<file path="config.mk">
export PLATFORM = sky130hd
export DESIGN_NAME = fcc_ctrl
export DESIGN_NICKNAME = d
export VERILOG_FILES = /design/src/hdl/fcc_pkg.sv /design/src/hdl/fcc_ctrl.sv
export SDC_FILE = /design/constraint.sdc
export NUM_CORES = 1
export LEC_CHECK = 0
export BUFFER_PORTS_ARGS = -buffer_cell sky130_fd_sc_hd__buf_2
export CAP_MARGIN = 0
export CORE_AREA = 2 2 39 41
export DETAILED_ROUTE_END_ITERATION = 8
export DIE_AREA = 0 0 41 43
export GPL_TIMING_DRIVEN = 0
export SLEW_MARGIN = 30
export SYNTH_ARGS = -nofsm -noshare
export SYNTH_HDL_FRONTEND = slang
export SYNTH_SLANG_ARGS = --single-unit
</file>
<file path="constraint.sdc">
create_clock -name aclk -period 1.5 [get_ports aclk]
set_clock_uncertainty 0.2 [all_clocks]
set_input_delay 0.15 -clock aclk [delete_from_list [all_inputs] [get_ports aclk]]
set_output_delay 0.15 -clock aclk [all_outputs]
set_load 0.05 [all_outputs]
</file>
<file path="src/hdl/fcc_pkg.sv">
package fcc_pkg;

    // array size, must stay a power of two so address wrap is a plain truncation
    localparam int FLASH_BYTES = 131072;
    localparam int ADDR_W      = $clog2(FLASH_BYTES);
    localparam int PAGE_BYTES  = 128;
    localparam int PAGE_W      = $clog2(PAGE_BYTES);
    localparam int PCNT_W      = PAGE_W + 1;
    // width of word_offset*2 + byte_index before the wrap
    localparam int RSUM_W      = (ADDR_W > 18) ? ADDR_W : 18;

    localparam logic [ADDR_W-1:0] ADDR_LAST = ADDR_W'(FLASH_BYTES - 1);
    localparam logic [PCNT_W-1:0] PCNT_LAST = PCNT_W'(PAGE_BYTES);

    localparam logic [7:0] BYTE_ERASED = 8'hFF;

    // command opcodes, top byte of the command word
    localparam logic [7:0] OP_SET_PAGE  = 8'h4B;
    localparam logic [7:0] OP_ERASE     = 8'h78;
    localparam logic [7:0] OP_ERASE_OFS = 8'hA5;
    localparam logic [7:0] OP_WRITE     = 8'hB4;
    localparam logic [7:0] OP_EXECUTE   = 8'hD2;
    localparam logic [7:0] OP_STATUS    = 8'hE1;
    localparam logic [7:0] OP_READ      = 8'hF0;

    localparam logic [63:0] STAT_ERASE     = 64'h1111800800C20000;
    localparam logic [63:0] STAT_ERASE_OFS = 64'h1111800400C20000;
    localparam logic [63:0] STAT_STATUS    = 64'h1111800100C20000;
    localparam logic [63:0] STAT_READ      = 64'h11118004F0000000;

    typedef enum logic [1:0] {
        REQ_CMD    = 2'd0,
        REQ_STATUS = 2'd1,
        REQ_WRITE  = 2'd2,
        REQ_READ   = 2'd3
    } req_t;

    typedef enum logic [2:0] {
        MODE_IDLE   = 3'd0,
        MODE_ERASE  = 3'd1,
        MODE_WRITE  = 3'd2,
        MODE_READ   = 3'd3,
        MODE_STATUS = 3'd4
    } mode_t;

    typedef enum logic [2:0] {
        ERR_OK         = 3'd0,
        ERR_UNKNOWN    = 3'd1,
        ERR_EXEC_READ  = 3'd2,
        ERR_READ_MODE  = 3'd3,
        ERR_WRITE_MODE = 3'd4
    } err_t;

    typedef enum logic [2:0] {
        ST_CLEAR,
        ST_IDLE,
        ST_DECODE,
        ST_PAGE,
        ST_DONE
    } state_t;

    // controller to datapath
    typedef struct packed {
        logic clear_step;
        logic latch;
        logic page_step;
        logic commit;
    } dp_cmd_t;

    // datapath to controller
    typedef struct packed {
        logic clear_last;
        logic need_page;
        logic page_last;
        logic out_free;
    } dp_status_t;

endpackage

</file>
<file path="src/hdl/fcc_ctrl.sv">
module fcc_ctrl
    import fcc_pkg::*;
(
    input  logic       aclk,
    input  logic       aresetn,
    input  logic       s_valid,
    output logic       s_ready,
    input  dp_status_t dp_sts,
    output dp_cmd_t    dp_cmd
);

    state_t state_reg, state_next;

    always_ff @(posedge aclk) begin
        if (!aresetn) begin
            state_reg <= ST_CLEAR;
        end else begin
            state_reg <= state_next;
        end
    end

    always_comb begin
        state_next = state_reg;
        s_ready    = 1'b0;
        dp_cmd     = '0;
        unique case (state_reg)
            ST_CLEAR: begin
                dp_cmd.clear_step = 1'b1;
                if (dp_sts.clear_last) begin
                    state_next = ST_IDLE;
                end
            end
            ST_IDLE: begin
                s_ready      = 1'b1;
                dp_cmd.latch = s_valid;
                if (s_valid) begin
                    state_next = ST_DECODE;
                end
            end
            ST_DECODE: begin
                state_next = dp_sts.need_page ? ST_PAGE : ST_DONE;
            end
            ST_PAGE: begin
                dp_cmd.page_step = 1'b1;
                if (dp_sts.page_last) begin
                    state_next = ST_DONE;
                end
            end
            ST_DONE: begin
                if (dp_sts.out_free) begin
                    dp_cmd.commit = 1'b1;
                    state_next    = ST_IDLE;
                end
            end
            default: begin
                state_next = ST_CLEAR;
            end
        endcase
    end

endmodule

</file>
======== Word level (Yosys, flattened, before mapping) ========
Cells that the tools add are included.
storage, ports and cells
  flip-flop bits (word level) ............. 3
  bits in latches ......................... 0
  RAM bits ................................ 0
  bits in read-only memories .............. 0
  memories kept ........................... 0
cells by class
  $add $sub $neg .......................... 0
  multiply operators ...................... 0
  div/mod/pow operators ................... 0
  $lt $le $gt $ge ......................... 0
  eq/ne operators ......................... 8
  shifts and indexed selects .............. 0
  muxes and demuxes ....................... 12
  bitwise gates (word level) .............. 0
  reduce and logical (&&, ||, !) cells .... 2
operator list
  kind                                           count
  two-way mux 3 bit                              5
  one-hot mux 3 bit (5 select lines)             1
  != test 2 bit, second input constant           4
  == test 3 x 2 -> 1 bit, second input constant  2
  two-way mux 1 bit                              6
  AND reduction 4 bit                            1
  == test 3 x 1 -> 1 bit, second input constant  1
  == test 3 bit, second input constant           1
  logical NOT 3 bit                              1

======== Logic depth before layout (Yosys ltp) ========
  depth in word-level cells ............... 3
  mapped depth ............................ 4
  gate-level depth less buffers ........... 3

======== Worst setup path after synthesis ========
No wires, ideal clock.
  path type ............................... register to output
  start point ............................. register state_reg[1]
  end point ............................... output dp_cmd[2] (netlist bit)
  arrival time ............................ 1.671 ns
  data required time ...................... 1.150 ns
  path slack .............................. -0.521 ns
  cell stages (with the launch flop) ...... 4
  path buffers ............................ 1
  cell sequence ........................... dfxtp_1 buf_2 nor3b_2 and2_1
RTL lines
  item                    RTL line        source
  from (decl)             fcc_ctrl.sv:12  state_t state_reg, state_next;
  from (signal assigned)  fcc_ctrl.sv:18  state_reg <= state_next;
  to (decl)               fcc_ctrl.sv:9   output dp_cmd_t dp_cmd

==> results.sh <==
export IMPL_critical_path_endpoint_type="primary output"
export IMPL_insertion_delay_to_the_later_sink_of_the_worst_skew_pair_ns=0.24
export IMPL_regArea_sq_um=68.82
export IMPL_die_x_um=41
export IMPL_cts_root_buf="clkbuf_4"
export IMPL_worst_slew_margin_rel_pct=84.16
export IMPL_grt_util_all_layers_pct=7.723
export IMPL_timing_final_setup_violations=0
export IMPL_netlist_top_cell_by_area="dfxtp_1"
export IMPL_synth_cells=26
export IMPL_clkSinkCount=3
export IMPL_diodes=0
export IMPL_power_density_nw_per_um2=939.7
export IMPL_drt_wl_total_um=592
export IMPL_pin_count_of_the_biggest_net_entering_global_routing=11
export IMPL_timing_max_cap_violations=0
export IMPL_dp_worst_setup_slack_ns=0.1230
export IMPL_route_detailed_drc=0
export IMPL_grt_first_pass_wirelength_um=869
export IMPL_layout_cells_excl_fill=60
export IMPL_maxClockFrequency_mhz=692.0
export IMPL_timing_worst_setup_path_type="reg -> out"
export IMPL_drt_wirelength_per_cell_um=9.867
export IMPL_cts_buffers=3
export IMPL_static_leakage_power_uw=0.0001765
export IMPL_worst_ep_arrival_time_ns=1.10
export IMPL_die_height_um=43
export IMPL_boundaryPins=12
export IMPL_firstDrtPassIters=2
export IMPL_floorplan_initialDensity_pct=17.18
export IMPL_hold_slack_ns=0.01592
export IMPL_syn_area_per_cell_sq_um=9.143
export IMPL_grt_ovfl_total=0
export IMPL_port_buffers=11
export IMPL_cts_tree="built"
export IMPL_synth_warning_count=0
export IMPL_vias_per_cell=4.400
export IMPL_peakVddDrop_v=0.0003649
export IMPL_synthesis_area_sq_um=237.7
export IMPL_most_frequent_cell_after_synthesis="nand3_1"
export IMPL_layout_area_overhead_vs_synth_pct=68.95
export IMPL_finalMaxSlewViolations=0
export IMPL_async_flop_share_pct=0
export IMPL_postRouteAntennaNets=0
export IMPL_place_inst=53
export IMPL_fillers=154
export IMPL_hold_viol_final=0
export IMPL_ratio_of_final_minimum_period_to_clock_period_pct=96.33
export IMPL_crit_path_start_kind="flop"
export IMPL_run_status="finished, final reports clean"
export IMPL_setup_repair_after_global_routing_missed_its_margin="true"
export IMPL_post_route_cells_drive_above_1_share_pct=61.36
export IMPL_first_global_vias=231
export IMPL_nets=52
export IMPL_crit_fanout=7
export IMPL_most_frequent_cells_after_synthesis="nand3_1 (4), dfxtp_1 (3), nor2b_1 (2)"
export IMPL_h_tree_depth=1
export IMPL_hold_path_startpoint="s_valid"
export IMPL_max_clock_path_buffers=2
export IMPL_area_contributors_post_synth="dfxtp_1 (25%), nand3_1 (8.4%), nor4b_2 (6.3%)"
export IMPL_synth_nets=33
export IMPL_synth_cell_type_count=20
export IMPL_hold_path_class="in -> reg"
export IMPL_r2r_start="state_reg[0]"
export IMPL_drt_iter0_markers=1
export IMPL_placementRows=14
export IMPL_ys_seq_area_share_pct=25.26
export IMPL_largest_reg_flops=3
export IMPL_synthDominantCellAreaShare_pct=25.26
export IMPL_placeableCoreArea_sq_um=1384
export IMPL_vias=264
export IMPL_worst_slew_pin_transition_ns=0.2343
export IMPL_multi_input_comb_area_sq_um=175.2
export IMPL_finalWorstSetupSlack_ns=0.05499
export IMPL_grt_antenna_before_repair=0
export IMPL_final_min_clock_period_ns=1.445
export IMPL_dieArea_sq_um=1763
export IMPL_hpwlAfterDp_um=376.7
export IMPL_gpl_final_weighted_congestion=0.6918
export IMPL_cts_clk_slew_worst_paths_ns=0.04
export IMPL_worst_setup_path_startpoint="state_reg[1]"
export IMPL_synth_edff_count=0
export IMPL_dominantRegCellSynth="dfxtp_1"
export IMPL_ys_ff_latch=3
export IMPL_required_ns=1.15
report_power, final:
group	leakage [uW]	internal, uW	switching [uW]	total, uW
clock	0.0000150	99.8	43.9	144
sequential	0.0000264	87.1	13.8	101
combinational	0.000135	60.3	72.4	133
total	0.000176	247	130	377
cell type report:
type	count	area share, %
Timing Repair Buffer	16	27.73
Clock buffer	4	6.542
Sequential cell	3	17.13
Tap cell	16	4.984
Multi-Input combinational cell	21	43.61
cell usage in the layout (no fill, tap or decap):
cell	n
a21boi_1	1
and2_4	1
and3_1	1
and3b_1	1
buf_2	9
buf_4	4
buf_6	1
buf_8	1
clkbuf_1	1
clkbuf_4	3
dfxtp_2	1
dfxtp_4	2
dlygate4sd3_1	1
mux2_2	1
mux2i_1	1
nand3_1	4
nand3b_1	1
nor2_1	1
nor2b_1	2
nor2b_4	1
nor3_2	1
nor3b_4	1
nor4b_1	1
nor4b_2	1
o21a_1	1
o21ai_0	1
path summary, 6_finish.rpt:
path,endpoint,slack [ns],cells past startpoint
max,dp_cmd[2],0.05,3
min,state_reg[1],0.02,3
max reg2reg,state_reg[2],0.24,4
min reg2reg,state_reg[0],0.35,2
critical path, stage by stage (launching register included):
cell and delay, ns:
dfxtp_4 0.37, nor3b_4 0.19, and2_4 0.16, buf_8 0.13
metal layers:
layer	share of wire [%]	global-route usage [%]	up-vias
met3	5.7	3.141	0
met2	54	10.94	7
li1	-	-	129
met4	0	8.000	0
met5	0	0	-
met1	40	7.692	128
logic make-up (layout without fill, tap and decap cells):
logic type / after synthesis / count (layout) / synth area share [%]
simple gates: 16 / 16 / 50.52
compound gates: 3 / 3 / 8.421
flops: 3 / 3 / 25.26
mux: 2 / 2 / 8.947
buf+inv: 2 / 20 / 6.840
what timing repair did:
| action | 4_1_cts | 5_1_grt |
|---|---|---|
| gates cloned | 0 | 0 |
| pin swaps | 1 | 1 |
| hold buffers | 1 | 0 |
| setup buffers | 2 | 2 |
| endpoints found under the hold margin | 2 | 0 |
| resized for setup | 6 | 5 |
| endpoints found under the setup margin | 5 | 4 |
through the flow:
stage | TNS (ns) | cell area (sq um) | power [uW] | util, %
after global routing | -0.003173 | 401.6 | 407.6 | 29.02
after CTS | -0.002839 | 382.9 | 388.6 | 27.67
final | 0 | 401.6 | 377.4 | 29.02
after global placement | 0 | 324.1 | 217.7 | 23.42
after floorplan | -0.3302 | 249.0 | 191.1 | -
after detailed placement | 0 | 324.1 | 218.1 | 23.42
(Power assumes the default switching activity.)
